--- src/rtl/core/eth_ipv4_l4_header_parser_defines.svh ---
`ifndef ETH_IPV4_L4_HEADER_PARSER_DEFINES_SVH
`define ETH_IPV4_L4_HEADER_PARSER_DEFINES_SVH

// same-cycle implication, sampled on clk, off while arst_n is low
`define EHP_ASSERT_NOW(lbl, ante, cons, msg) \
	lbl: assert property (@(posedge clk) disable iff (!arst_n) (ante) |-> (cons)) \
		else $error(msg);

// next-cycle implication, sampled on clk, off while arst_n is low
`define EHP_ASSERT_NEXT(lbl, ante, cons, msg) \
	lbl: assert property (@(posedge clk) disable iff (!arst_n) (ante) |=> (cons)) \
		else $error(msg);

`endif

--- src/rtl/core/ehp_pkg.sv ---
`default_nettype none

package ehp_pkg;

	localparam logic [10:0] MAX_FRAME_BYTES = 11'd2024;
	localparam logic [10:0] POS_MAX         = 11'd2047;

	localparam logic [15:0] ETYPE_IPV4 = 16'h0800;
	localparam logic [15:0] ETYPE_VLAN = 16'h8100;

	// byte positions of the low ethertype bytes
	localparam logic [10:0] OUTER_ETYPE_POS = 11'd13;
	localparam logic [10:0] INNER_ETYPE_POS = 11'd17;

	localparam logic [4:0] IP_START_PLAIN = 5'd14;
	localparam logic [4:0] IP_START_VLAN  = 5'd18;

	localparam logic [3:0] IP_VERSION = 4'd4;
	localparam logic [7:0] PROTO_TCP  = 8'd6;
	localparam logic [7:0] PROTO_UDP  = 8'd17;

	localparam int FLAG_VLAN = 0;
	localparam int FLAG_TCP  = 1;
	localparam int FLAG_UDP  = 2;

	typedef enum logic [2:0] {
		ST_OK          = 3'd0,
		ST_BAD_ETYPE   = 3'd1,
		ST_VLAN_INNER  = 3'd2,
		ST_IP_VERSION  = 3'd3,
		ST_PROTOCOL    = 3'd4,
		ST_TRUNCATED   = 3'd5,
		ST_BAD_LENGTH  = 3'd6
	} status_t;

	// header state after the current beat, plus the l4 start seen before it
	typedef struct packed {
		logic [10:0] count;
		logic [6:0]  l4_start;
		logic [4:0]  ip_start;
		logic [5:0]  ip_hdr_bytes;
		logic [15:0] ip_total_len;
		logic [15:0] l4_field;
		status_t     err;
		logic [2:0]  flags;
	} cap_t;

	typedef struct packed {
		status_t     status;
		logic        vlan_tagged;
		logic        is_udp;
		logic [10:0] payload_offset;
		logic [15:0] payload_size;
		logic [10:0] frame_length;
	} res_t;

endpackage

`default_nettype wire

--- src/rtl/core/ehp_frame_if.sv ---
`default_nettype none

interface ehp_frame_if;
	logic       valid;
	logic       ready;
	logic [7:0] data_byte;
	logic       frame_end;

	modport source (output valid, output data_byte, output frame_end, input ready);
	modport sink (input valid, input data_byte, input frame_end, output ready);
endinterface

`default_nettype wire

--- src/rtl/core/ehp_result_if.sv ---
`default_nettype none

interface ehp_result_if;
	import ehp_pkg::*;

	logic        valid;
	logic        ready;
	status_t     status;
	logic        vlan_tagged;
	logic        is_udp;
	logic [10:0] payload_offset;
	logic [15:0] payload_size;
	logic [10:0] frame_length;

	modport source (output valid, output status, output vlan_tagged, output is_udp,
		output payload_offset, output payload_size, output frame_length, input ready);
	modport sink (input valid, input status, input vlan_tagged, input is_udp,
		input payload_offset, input payload_size, input frame_length, output ready);
endinterface

`default_nettype wire

--- src/rtl/core/ehp_capture.sv ---
`default_nettype none
`include "eth_ipv4_l4_header_parser_defines.svh"

module ehp_capture (
	input  wire logic        clk,
	input  wire logic        arst_n,
	input  wire logic        adv,
	input  wire logic [7:0]  data_byte,
	input  wire logic        frame_end,
	output ehp_pkg::cap_t    cap
);
	import ehp_pkg::*;

	logic [10:0] pos_q;
	logic [15:0] eth_q;
	logic [4:0]  ip_start_q;
	logic [5:0]  ip_hdr_q;
	logic [15:0] total_q;
	logic [15:0] l4_field_q;
	status_t     err_q;
	logic [2:0]  flags_q;

	logic [15:0] eth_n;
	logic [10:0] ip_pos;
	logic [10:0] l4_pos;

	always_comb begin
		cap.count        = (pos_q != POS_MAX) ? pos_q + 11'd1 : POS_MAX;
		cap.l4_start     = 7'(ip_start_q) + 7'(ip_hdr_q);
		cap.ip_start     = ip_start_q;
		cap.ip_hdr_bytes = ip_hdr_q;
		cap.ip_total_len = total_q;
		cap.l4_field     = l4_field_q;
		cap.err          = err_q;
		cap.flags        = flags_q;
		eth_n            = {eth_q[7:0], data_byte};

		if (pos_q == OUTER_ETYPE_POS) begin
			if (eth_n == ETYPE_VLAN) begin
				cap.flags[FLAG_VLAN] = 1'b1;
				cap.ip_start         = IP_START_VLAN;
			end else if (eth_n != ETYPE_IPV4 && cap.err == ST_OK) begin
				cap.err = ST_BAD_ETYPE;
			end
		end
		if (pos_q == INNER_ETYPE_POS && cap.flags[FLAG_VLAN] && eth_n != ETYPE_IPV4 &&
				cap.err == ST_OK) begin
			cap.err = ST_VLAN_INNER;
		end

		ip_pos = 11'(cap.ip_start);
		l4_pos = 11'(cap.l4_start);
		if (pos_q == ip_pos) begin
			if (data_byte[7:4] != IP_VERSION && cap.err == ST_OK)
				cap.err = ST_IP_VERSION;
			cap.ip_hdr_bytes = {data_byte[3:0], 2'b00};
		end
		if (pos_q == ip_pos + 11'd2)
			cap.ip_total_len = {data_byte, 8'h00};
		if (pos_q == ip_pos + 11'd3)
			cap.ip_total_len = {cap.ip_total_len[15:8], data_byte};
		if (pos_q == ip_pos + 11'd9) begin
			if (data_byte == PROTO_TCP)
				cap.flags[FLAG_TCP] = 1'b1;
			else if (data_byte == PROTO_UDP)
				cap.flags[FLAG_UDP] = 1'b1;
			else if (cap.err == ST_OK)
				cap.err = ST_PROTOCOL;
		end
		// l4 header fields: udp length, or tcp data offset at byte 12
		if (pos_q > ip_pos) begin
			if (pos_q == l4_pos + 11'd4)
				cap.l4_field = {data_byte, 8'h00};
			if (pos_q == l4_pos + 11'd5)
				cap.l4_field = {cap.l4_field[15:8], data_byte};
			if (pos_q == l4_pos + 11'd12 && cap.flags[FLAG_TCP])
				cap.l4_field = {10'd0, data_byte[7:4], 2'b00};
		end
	end

	always_ff @(posedge clk or negedge arst_n) begin
		if (!arst_n) begin
			pos_q      <= '0;
			eth_q      <= '0;
			ip_start_q <= IP_START_PLAIN;
			ip_hdr_q   <= '0;
			total_q    <= '0;
			l4_field_q <= '0;
			err_q      <= ST_OK;
			flags_q    <= '0;
		end else if (adv) begin
			if (frame_end) begin
				pos_q      <= '0;
				eth_q      <= '0;
				ip_start_q <= IP_START_PLAIN;
				ip_hdr_q   <= '0;
				total_q    <= '0;
				l4_field_q <= '0;
				err_q      <= ST_OK;
				flags_q    <= '0;
			end else begin
				pos_q      <= cap.count;
				eth_q      <= eth_n;
				ip_start_q <= cap.ip_start;
				ip_hdr_q   <= cap.ip_hdr_bytes;
				total_q    <= cap.ip_total_len;
				l4_field_q <= cap.l4_field;
				err_q      <= cap.err;
				flags_q    <= cap.flags;
			end
		end
	end

	`EHP_ASSERT_NEXT(a_frame_restart, adv && frame_end,
		pos_q == 11'd0 && err_q == ST_OK && flags_q == 3'd0, "state not cleared after frame")
	`EHP_ASSERT_NOW(a_single_l4_proto, 1'b1, !(flags_q[FLAG_TCP] && flags_q[FLAG_UDP]),
		"both tcp and udp captured")
	`EHP_ASSERT_NOW(a_ip_start_vlan, 1'b1,
		flags_q[FLAG_VLAN] == (ip_start_q == IP_START_VLAN), "ip start disagrees with vlan flag")

endmodule

`default_nettype wire

--- src/rtl/core/ehp_result.sv ---
`default_nettype none

module ehp_result (
	input  wire ehp_pkg::cap_t cap,
	output ehp_pkg::res_t      res
);
	import ehp_pkg::*;

	logic        tcp;
	logic        udp;
	logic [10:0] ip_min;
	logic [10:0] tcp_min;
	logic [10:0] udp_min;
	logic [17:0] tcp_size;
	logic [17:0] udp_size;
	logic [17:0] size;
	logic [10:0] offset;
	status_t     status;

	always_comb begin
		tcp      = cap.flags[FLAG_TCP];
		udp      = cap.flags[FLAG_UDP];
		ip_min   = 11'(cap.ip_start) + 11'd10;
		tcp_min  = 11'(cap.l4_start) + 11'd13;
		udp_min  = 11'(cap.l4_start) + 11'd6;
		tcp_size = {2'b00, cap.ip_total_len} - 18'(cap.ip_hdr_bytes)
			- {2'b00, cap.l4_field};
		udp_size = {2'b00, cap.l4_field} - 18'd8;
		size     = '0;
		offset   = '0;
		status   = ST_OK;

		if (cap.count >= MAX_FRAME_BYTES) begin
			status = ST_BAD_LENGTH;
		end else if (cap.err != ST_OK) begin
			status = cap.err;
		end else if (cap.count < ip_min || (tcp && cap.count < tcp_min) ||
				(udp && cap.count < udp_min)) begin
			status = ST_TRUNCATED;
		end else if (tcp) begin
			offset = 11'(cap.l4_start) + cap.l4_field[10:0];
			size   = tcp_size;
		end else begin
			offset = 11'(cap.l4_start) + 11'd8;
			size   = udp_size;
		end
		// sign bit of the 18-bit difference
		if (status == ST_OK && size[17])
			status = ST_BAD_LENGTH;

		res.status         = status;
		res.vlan_tagged    = cap.flags[FLAG_VLAN];
		res.is_udp         = udp;
		res.payload_offset = (status == ST_OK) ? offset : 11'd0;
		res.payload_size   = (status == ST_OK) ? size[15:0] : 16'd0;
		res.frame_length   = cap.count;
	end

endmodule

`default_nettype wire

--- src/rtl/core/eth_ipv4_l4_header_parser.sv ---
// channel | dir | per beat                              | handshake
// frame   | in  | data_byte[7:0], frame_end             | valid/ready
// result  | out | status, vlan_tagged, is_udp,          | valid/ready
//         |     | payload_offset, payload_size, length  |
// one frame byte per cycle unless a held result stalls a last byte;
// the byte register feeds header capture, whose state updates per byte
// a result appears on the cycle after the last byte leaves the byte register
// arst_n clears all control and header state; no clearing pass
// a held result stalls only a last byte; other bytes keep flowing
`default_nettype none
`include "eth_ipv4_l4_header_parser_defines.svh"

module eth_ipv4_l4_header_parser (
	input  wire logic     clk,
	input  wire logic     arst_n,
	ehp_frame_if.sink     frame,
	ehp_result_if.source  result
);
	import ehp_pkg::*;

	logic       byte_valid_s1;
	logic [7:0] byte_s1;
	logic       last_s1;
	logic       res_valid_q;
	res_t       res_q;
	logic       adv;
	cap_t       cap;
	res_t       res;

	// a last byte needs a free result slot
	assign adv         = byte_valid_s1 && (!last_s1 || !res_valid_q || result.ready);
	assign frame.ready = !byte_valid_s1 || adv;

	always_ff @(posedge clk or negedge arst_n) begin
		if (!arst_n) begin
			byte_valid_s1 <= 1'b0;
		end else if (frame.valid && frame.ready) begin
			byte_valid_s1 <= 1'b1;
		end else if (adv) begin
			byte_valid_s1 <= 1'b0;
		end
	end

	always_ff @(posedge clk) begin
		if (frame.valid && frame.ready) begin
			byte_s1 <= frame.data_byte;
			last_s1 <= frame.frame_end;
		end
	end

	ehp_capture u_capture (
		.clk       (clk),
		.arst_n    (arst_n),
		.adv       (adv),
		.data_byte (byte_s1),
		.frame_end (last_s1),
		.cap       (cap)
	);

	ehp_result u_result (
		.cap (cap),
		.res (res)
	);

	always_ff @(posedge clk or negedge arst_n) begin
		if (!arst_n) begin
			res_valid_q <= 1'b0;
		end else if (adv && last_s1) begin
			res_valid_q <= 1'b1;
		end else if (result.ready) begin
			res_valid_q <= 1'b0;
		end
	end

	always_ff @(posedge clk) begin
		if (adv && last_s1)
			res_q <= res;
	end

	assign result.valid          = res_valid_q;
	assign result.status         = res_q.status;
	assign result.vlan_tagged    = res_q.vlan_tagged;
	assign result.is_udp         = res_q.is_udp;
	assign result.payload_offset = res_q.payload_offset;
	assign result.payload_size   = res_q.payload_size;
	assign result.frame_length   = res_q.frame_length;

	`EHP_ASSERT_NOW(a_result_from_last, $rose(res_valid_q), $past(adv && last_s1),
		"result without a last byte")
	`EHP_ASSERT_NOW(a_error_fields_zero, res_valid_q && res_q.status != ST_OK,
		res_q.payload_offset == 11'd0 && res_q.payload_size == 16'd0,
		"error result carries payload fields")
	`EHP_ASSERT_NOW(a_ok_short_frame, res_valid_q && res_q.status == ST_OK,
		res_q.frame_length < MAX_FRAME_BYTES, "long frame reported ok")

endmodule

`default_nettype wire
--- src/flat_wrapper.sv ---
// flat-port wrapper written by rule: the top's interface ports become plain ports
module eth_ipv4_l4_header_parser_flat import ehp_pkg::*;
  (clk, arst_n, frame_valid, frame_data_byte, frame_frame_end, frame_ready, result_valid, result_status, result_vlan_tagged, result_is_udp, result_payload_offset, result_payload_size, result_frame_length, result_ready);
  ehp_frame_if frame_i ();
  ehp_result_if result_i ();
  input  wire logic clk;
  input  wire logic arst_n;
  input wire logic [$bits(frame_i.valid)-1:0] frame_valid;
  input wire logic [$bits(frame_i.data_byte)-1:0] frame_data_byte;
  input wire logic [$bits(frame_i.frame_end)-1:0] frame_frame_end;
  output wire logic [$bits(frame_i.ready)-1:0] frame_ready;
  output wire logic [$bits(result_i.valid)-1:0] result_valid;
  output wire logic [$bits(result_i.status)-1:0] result_status;
  output wire logic [$bits(result_i.vlan_tagged)-1:0] result_vlan_tagged;
  output wire logic [$bits(result_i.is_udp)-1:0] result_is_udp;
  output wire logic [$bits(result_i.payload_offset)-1:0] result_payload_offset;
  output wire logic [$bits(result_i.payload_size)-1:0] result_payload_size;
  output wire logic [$bits(result_i.frame_length)-1:0] result_frame_length;
  input wire logic [$bits(result_i.ready)-1:0] result_ready;
  assign frame_i.valid = frame_valid;
  assign frame_i.data_byte = frame_data_byte;
  assign frame_i.frame_end = frame_frame_end;
  assign frame_ready = frame_i.ready;
  assign result_valid = result_i.valid;
  assign result_status = result_i.status;
  assign result_vlan_tagged = result_i.vlan_tagged;
  assign result_is_udp = result_i.is_udp;
  assign result_payload_offset = result_i.payload_offset;
  assign result_payload_size = result_i.payload_size;
  assign result_frame_length = result_i.frame_length;
  assign result_i.ready = result_ready;
  eth_ipv4_l4_header_parser u_core (.clk(clk), .arst_n(arst_n), .frame(frame_i), .result(result_i));
endmodule
--- config.mk ---
export PLATFORM = sky130hd
export DESIGN_NAME = eth_ipv4_l4_header_parser_flat
export DESIGN_NICKNAME = d
export VERILOG_FILES = /design/src/rtl/core/ehp_pkg.sv /design/src/rtl/core/ehp_frame_if.sv /design/src/rtl/core/ehp_result_if.sv /design/src/rtl/core/ehp_capture.sv /design/src/rtl/core/ehp_result.sv /design/src/rtl/core/eth_ipv4_l4_header_parser.sv /design/src/flat_wrapper.sv
export VERILOG_INCLUDE_DIRS = /design/src /design/src/rtl/core
export SDC_FILE = /design/constraint.sdc
export NUM_CORES = 1
export LEC_CHECK = 0
export ABC_AREA = 1
export BUFFER_PORTS_ARGS = -buffer_cell sky130_fd_sc_hd__buf_4
export CELL_PAD_IN_SITES_DETAIL_PLACEMENT = 1
export CELL_PAD_IN_SITES_GLOBAL_PLACEMENT = 1
export CORE_MARGIN = 5
export CORE_UTILIZATION = 42
export DETAILED_ROUTE_END_ITERATION = 7
export GPL_ROUTABILITY_DRIVEN = 0
export PLACE_DENSITY_LB_ADDON = 0.15
export SETUP_SLACK_MARGIN = 0.02
export SLEW_MARGIN = 5
export SYNTH_ARGS = -nofsm -noshare
export SYNTH_HDL_FRONTEND = slang
export SYNTH_SLANG_ARGS = --single-unit
--- constraint.sdc ---
create_clock -name clk -period 6.5 [get_ports clk]
set_input_delay 0.325 -clock clk [delete_from_list [all_inputs] [get_ports clk]]
set_output_delay 0.325 -clock clk [all_outputs]
set_load 0.005 [all_outputs]
* Word-level counts from Yosys, hierarchy flattened
Cells that the tools add are included.
** Operators by class
- Order comparisons :: 5
- Reduce and logical (&&, ||, !) cells :: 30
- Add/subtract/negate cells :: 16
- Bitwise operators :: 1
- Equality and inequality tests :: 15
- Multiplexer cells :: 45
** Operators with widths (count)
- $mux 16 :: 6
- $mux 18 :: 4
- $mux 3 :: 14
- $eq 11x6->1 :: 3
- $eq 11x8->1 :: 3
- $mux 11 :: 3
- $add 7x3->8 const B :: 3
- $add 7x4->8 const B :: 3
- $mux 8 :: 3
- $lt 11x8->1 :: 2
- $mux 5 :: 4
- $logic_not 3->1 :: 6
- $sub 17x17->18 :: 1
- $sub 16x4->17 const B :: 1
- $sub 16x6->17 :: 1
- $eq 16x16->1 const B :: 1
- $ne 16x12->1 const B :: 1
- $add 5x2->6 const B :: 2
- $add 5x4->6 const B :: 2
- $logic_and 1x1->1 :: 12
- $mux 6 :: 2
- $add 11x1->11 const B :: 1
- $add 7x11->11 :: 1
- $eq 11x4->1 const B :: 1
- 18 further kinds :: 32
** Storage, ports and cells
- Output and inout port bits :: 45
- Flip-flop bits (word level) :: 122
- Input bits :: 13

* Logic depth before layout (Yosys ltp)
- Depth after elaboration :: 30
- Depth in mapped cells :: 49
- Gate-level depth less buffers :: 47

* Modules after synthesis
Synthesis repeated with hierarchy kept, for this count alone.
** Second synthesis, totals
- Cells, all modules :: 1480
- Area, all modules :: 10710.3 um^2
** By module, submodules not included
- ehp_capture :: times used 1, seq. area each 1705.4 um^2, cells each 771, area each 5273.8 um^2
- ehp_result :: times used 1, seq. area each 0.0 um^2, cells each 643, area each 3767.4 um^2
- eth_ipv4_l4_header_parser :: times used 1, seq. area each 1611.5 um^2, cells each 66, area each 1669.1 um^2

* Worst setup path before layout
OpenSTA, ideal clock, no wires.
- Kind :: reg2reg
- Start :: register u_core.u_capture.pos_q[1]
- End :: register u_core.res_q (netlist bit u_core.result.payload_offset[3]), data pin
- Cell stages (with the launch flop) :: 46
- Required time :: 6.242 ns
- Slack :: 0.230 ns
- Library setup time :: 0.258 ns
- Data arrival time :: 6.012 ns
- Path through :: dfrtp_1 clkinv_1 ha_1 inv_1 nor2_1 nand3_2 nor2_4 nand3_4 buf_6 nand2_2 inv_1 ha_1 nand2_1 nor3_2 nand4_2 buf_2 nand3_1 o21ai_0 [10 not listed] nand2_1 nor2_1 nand3_1 xor2_1 ha_1 nand2_1 nor2_1 nand3_1 o2111ai_1 nand3_1 nand2_1 a21oi_1 nor2_1 a21oi_2 nand2_2 nand2_4 buf_12 nor2_2
** Between the ends
- Word-level cells in the longest chain between the ends :: 24
- Elaborated cells on any way between the ends :: 69
- Those cells by class :: add/sub (9); order compare (5); eq/ne (10); mux (27); bitwise (1); reduce/logical (17)
** RTL lines
- start, declared :: RTL line ehp_capture.sv:14 : logic [10:0] pos_q;
- start signal, assigned :: RTL line ehp_capture.sv:102 : pos_q <= cap.count;
- branches (longest 24 deep; another with $sub 17x17->18)
- end signal, assigned :: RTL line eth_ipv4_l4_header_parser.sv:77 : res_q <= res;
- end, declared :: RTL line eth_ipv4_l4_header_parser.sv:25 : res_t res_q;
Several ways; the timed one is not identified.
A chain may end at the register's enable or synchronous reset.

==> report_table.html <==
<table>
<tr><th>Metric</th><th>Value</th></tr>
<tr><th colspan="2">Outcome</th></tr>
<tr><td>Outcome</td><td>finished, final reports clean</td></tr>
<tr><th colspan="2">Routing</th></tr>
<tr><td>Vias per cell</td><td>5.600</td></tr>
<tr><td>Detailed-route DRC error count</td><td>0</td></tr>
<tr><td>Via count of the routed design</td><td>9788</td></tr>
<tr><td>Final wirelength</td><td>35.42 mm</td></tr>
<tr><td>Wirelength per Cell</td><td>20.26 um</td></tr>
<tr><td>TritonRoute pass-1 iters</td><td>5</td></tr>
<tr><td>Drt first-iter violations</td><td>543</td></tr>
<tr><td>Count of nets left with antenna violations after detail routing</td><td>0</td></tr>
<tr><th colspan="2">Global routing</th></tr>
<tr><td>Number of global-route vias before repair</td><td>9985</td></tr>
<tr><td>Initial antenna violation count</td><td>0</td></tr>
<tr><td>Total congestion overflow</td><td>0</td></tr>
<tr><td>Global-route wire length before repair</td><td>54.62 mm</td></tr>
<tr><td>Global-route usage over all layers</td><td>0.2656</td></tr>
<tr><td>Largest net degree at the start of global routing</td><td>71</td></tr>
<tr><th colspan="2">Pwr</th></tr>
<tr><td>Ratio of total power to cell area</td><td>175.9 nW/um2</td></tr>
<tr><td>Combinational group share of total power</td><td>0.127</td></tr>
<tr><td>Relative contribution of the clock network to total power</td><td>0.476</td></tr>
<tr><td>Leakage power figure</td><td>roughly 5.9 nW</td></tr>
<tr><td>Max rail drop VDD</td><td>around 160 uV</td></tr>
<tr><td>Sw Pwr</td><td>0.6155 mW</td></tr>
<tr><td>Net switching share of the total power</td><td>0.2888</td></tr>
<tr><td>Sequential Power Share</td><td>0.397</td></tr>
<tr><td>Design internal power</td><td>1.516 mW</td></tr>
<tr><th colspan="2">Logic synthesis</th></tr>
<tr><td>Mean instance size in the synthesized netlist</td><td>7.469 um2</td></tr>
<tr><td>Async SR Flop Fraction</td><td>0.5738</td></tr>
<tr><td>Primary FF master, synth</td><td>sky130_fd_sc_hd__dfrtp_1</td></tr>
<tr><td>Synth area leaders</td><td>sky130_fd_sc_hd__dfrtp_1, sky130_fd_sc_hd__edfxtp_1, sky130_fd_sc_hd__nand2_1</td></tr>
<tr><td>Cell accounting for the most synthesized area</td><td>sky130_fd_sc_hd__dfrtp_1</td></tr>
<tr><td>Sequential share of the synthesized area</td><td>0.3406</td></tr>
<tr><td>Total nets after synthesis</td><td>1391</td></tr>
<tr><td>Synthesis-stage register bit count</td><td>122</td></tr>
<tr><td>EDFF count, synth</td><td>52</td></tr>
<tr><td>Cell count after synthesis</td><td>1304</td></tr>
<tr><td>Number of different library cells in the post-synthesis netlist</td><td>between 50 and 60</td></tr>
<tr><td>Count of yosys warnings during synthesis</td><td>0</td></tr>
<tr><td>Area share of the largest cell type after synthesis</td><td>0.1721</td></tr>
<tr><td>Synthesized cell area</td><td>9739 um2</td></tr>
<tr><th colspan="2">Floorplan</th></tr>
<tr><td>Initial core utilization</td><td>0.4289</td></tr>
<tr><td>Standard-cell row count</td><td>55</td></tr>
<tr><td>Die Footprint</td><td>26330 um2</td></tr>
<tr><td>Vertical die dimension</td><td>around 160 um</td></tr>
<tr><td>DIE WIDTH</td><td>162.3 um</td></tr>
<tr><td>Core Area</td><td>22710 um2</td></tr>
<tr><td>Count of pins on the block boundary</td><td>58</td></tr>
<tr><th colspan="2">Setup path</th></tr>
<tr><td>CP max-delay cell</td><td>sky130_fd_sc_hd__edfxtp_1</td></tr>
<tr><td>Stages on the worst setup path</td><td>40</td></tr>
<tr><td>Critical path endpoint</td><td>u_core.result.status[2]$_DFFE_PP_</td></tr>
<tr><td>Delay of the slowest cell on the worst path</td><td>410 ps</td></tr>
<tr><td>Kind of critical path</td><td>register to register</td></tr>
<tr><td>Highest net fanout along the worst path</td><td>6</td></tr>
<tr><td>Crit Reg-Reg Endpoint</td><td>u_core.result.status[2]$_DFFE_PP_</td></tr>
<tr><td>Required time at the worst-slack endpoint</td><td>6660 ps</td></tr>
<tr><td>Critical path's most frequent cell</td><td>sky130_fd_sc_hd__nand2_2</td></tr>
<tr><td>Register-to-Register Path Depth</td><td>40</td></tr>
<tr><td>Worst Setup End Kind</td><td>register</td></tr>
<tr><td>Buf+Inv Stages, Crit Path</td><td>6</td></tr>
<tr><td>Delay-heaviest family, CP</td><td>simple AND/OR/NAND/NOR gates</td></tr>
<tr><td>Origin of the critical flop-to-flop path</td><td>u_core.byte_s1[2]$_DFFE_PP_</td></tr>
<tr><td>Crit path from</td><td>u_core.byte_s1[2]$_DFFE_PP_</td></tr>
<tr><td>Kind of start point of the critical path</td><td>register</td></tr>
<tr><td>Data arrival time of the worst path</td><td>6580 ps</td></tr>
<tr><td>Worst reg-to-reg setup slack</td><td>80 ps</td></tr>
<tr><th colspan="2">Layout</th></tr>
<tr><td>Most frequent cells in the layout</td><td>sky130_fd_sc_hd__nand2_1, sky130_fd_sc_hd__inv_1, sky130_fd_sc_hd__buf_4, sky130_fd_sc_hd__nor2_1, sky130_fd_sc_hd__nand3_1</td></tr>
<tr><td>Most common library cell in the layout ignoring fill and taps</td><td>sky130_fd_sc_hd__nand2_1</td></tr>
<tr><td>End-of-flow core utilization</td><td>0.5335</td></tr>
<tr><td>Fin area</td><td>~12000 um2</td></tr>
<tr><td>Share of post-route cells with drive strength above 1</td><td>0.2228</td></tr>
<tr><td>Area grow syn2layout</td><td>24.40%</td></tr>
<tr><td>Count of antenna diodes in the layout</td><td>0</td></tr>
<tr><td>Layout net count</td><td>1537</td></tr>
<tr><td>Count of fill cells added during filler insertion</td><td>2844</td></tr>
<tr><th colspan="2">Clock network</th></tr>
<tr><td>Root Buffer Master</td><td>sky130_fd_sc_hd__clkbuf_16</td></tr>
<tr><td>Total clock buffers created by CTS</td><td>17</td></tr>
<tr><td>Clock tree from TritonCTS</td><td>yes</td></tr>
<tr><td>Deepest level of the CTS H-tree</td><td>4</td></tr>
<tr><td>Hold buffer count at cts</td><td>0</td></tr>
<tr><td>Clock latency reported for the late side of the worst-skew pair</td><td>430 ps</td></tr>
<tr><td>Max clock buf depth</td><td>2</td></tr>
<tr><td>Reg clk slew, reported paths</td><td>70 ps</td></tr>
<tr><td>CTS Sinks</td><td>about 120</td></tr>
<tr><th colspan="2">Timing</th></tr>
<tr><td>Final setup skew</td><td>11.29 ps</td></tr>
<tr><td>Setup repair after global routing missed its margin</td><td>yes</td></tr>
<tr><td>Post-route worst hold slack</td><td>33.44 ps</td></tr>
<tr><td>Number of setup violations in the final report</td><td>0</td></tr>
<tr><td>Final critical-path setup slack</td><td>82.56 ps</td></tr>
<tr><td>Max Fclk</td><td>155.8 MHz</td></tr>
<tr><td>Slew headroom</td><td>0.2418</td></tr>
<tr><td>Count of final max-slew check failures</td><td>0</td></tr>
<tr><td>Final hold viol count</td><td>0</td></tr>
<tr><td>Period Utilization, post-route</td><td>0.9873</td></tr>
<tr><td>Worst-Margin Slew</td><td>about 1100 ps</td></tr>
<tr><td>Final period demand of the worst path</td><td>6417 ps</td></tr>
<tr><th colspan="2">Placement</th></tr>
<tr><td>HPWL after DPL</td><td>25.43 mm</td></tr>
<tr><td>Post-placement cell area</td><td>10940 um2</td></tr>
<tr><td>Worst setup slack after placement</td><td>-67.90 ps</td></tr>
<tr><td>Buffers on Ports</td><td>57</td></tr>
<tr><th colspan="2">Flow run</th></tr>
<tr><td>MaxCap Viol Count</td><td>0</td></tr>
<tr><th colspan="2">Worst hold path</th></tr>
<tr><td>Type of the most critical hold path</td><td>input port to asynchronous set/reset pin</td></tr>
</table>
[registers in the layout, summed over array words and instances, names as in the netlist, 3 cells and up]
register,cells
u_core.result.payload_size,16
u_core.u_capture.err_q,3
u_core.u_capture.pos_q,11
u_core.u_capture.flags_q,3
u_core.result.frame_length,11
u_core.u_capture.ip_hdr_q,6
u_core.result.status,3
u_core.u_capture.eth_q,8
u_core.u_capture.l4_field_q,16
u_core.u_capture.ip_start_q,5
u_core.byte_s1,8
u_core.u_capture.total_q,16
u_core.result.payload_offset,11
[repair_timing]
action	in CTS	in global routing
buffers inserted	5	15
resized for setup	18	72
pin swaps	7	37
gates cloned	3	0
setup endpoints to repair	29	29
[power by group through the flow]
stage               sequential (mW)  clock (mW)  combinational, mW
floorplan                     0.864           0              0.125
global placement              0.860           0              0.240
detailed placement            0.861           0              0.246
CTS                           0.846        1.03              0.249
global route                  0.849        1.07              0.294
finish                        0.847        1.01              0.270
[synth_stat cells, drive strengths merged, types with 6 or more instances]
cell	number
nor2	138
dfrtp	67
xnor2	17
buf	14
nand2	299
ha	70
clkbuf	19
edfxtp	52
nand3	109
xor2	42
nor3	18
o21ai	105
inv	183
a21oi	57
o22ai	41
nand4	23
nor4	6
[final cells by class]
cell class | count | area, um2 | area share
flip-flops and latches | 122 | 3317 | 0.2738
well taps | 285 | 356.6 | 0.02943
clock buffers | 17 | 425.4 | 0.03511
inverters | 185 | 696.9 | 0.05752
repair buffers | 157 | 1202 | 0.09925
multi-input cells | 967 | 5939 | 0.4902
clock inverters | 15 | 177.7 | 0.01466
[layer usage]
metal | global-route usage | vias up | share of wire
met1 | 0.3562 | 4800 | 0.44
li1 | - | 4635 | -
met5 | 0 | - | 0
met3 | 0.05151 | 66 | 0.067
met4 | 0.07728 | 0 | 0.019
met2 | 0.4375 | 287 | 0.47
[stage by stage]
stage | power, mW | cells | setup TNS (ps)
2_1_floorplan | 0.9890 | 1304 | 0
3_3_place_gp | 1.099 | 1693 | 0
3_5_place_dp | 1.107 | 1693 | -543.7
4_1_cts | 2.120 | 1733 | 0
5_1_grt | 2.211 | 1748 | -6782
6_report | 2.131 | 1748 | 0
[kinds of logic (layout without fill, tap and decap cells)]
kind of cell,count (synthesis),after routing,share of synthesized area
AND/OR/NAND/NOR,605,608,0.2843
AO/OA/AOI/OAI,226,226,0.1298
buffers and inverters,218,374,0.09224
flip-flops,122,122,0.3406
adder cells (fa/ha/maj),74,74,0.09815
XOR/XNOR,59,59,0.05498
[worst reg2reg max path: cells and delay by family, from the launching register on]
| kind | cells | cell delay [ps] |
|---|---|---|
| DFF | 1 | 410 |
| adders and majority gates | 3 | 900 |
| buffers and inverters | 6 | 760 |
| xor gates and xnor gates | 1 | 160 |
| AOI/OAI and AO/OA | 8 | 970 |
| and+or+nand+nor | 22 | 2970 |
[worst min-delay path by stage]
stage | from | endpoint | slack [ps] | cells past startpoint
after detailed placement | u_core.u_capture.eth_q[4]$_DFFE_PN0P_ | u_core.u_capture.eth_q[4]$_DFFE_PN0P_ | 480 | 2
after global placement | u_core.u_capture.total_q[6]$_DFFE_PN0P_ | u_core.u_capture.total_q[6]$_DFFE_PN0P_ | 470 | 2
after CTS | frame_data_byte[6] | u_core.byte_s1[6]$_DFFE_PP_ | 50 | 1
final | arst_n | u_core.u_capture.pos_q[6]$_DFFE_PN0P_ | 30 | 1
after floorplan | arst_n | u_core.byte_valid_s1$_DFFE_PN0P_ | 30 | 0
after global routing | frame_data_byte[6] | u_core.byte_s1[6]$_DFFE_PP_ | 50 | 1
(Power assumes the default switching activity.)
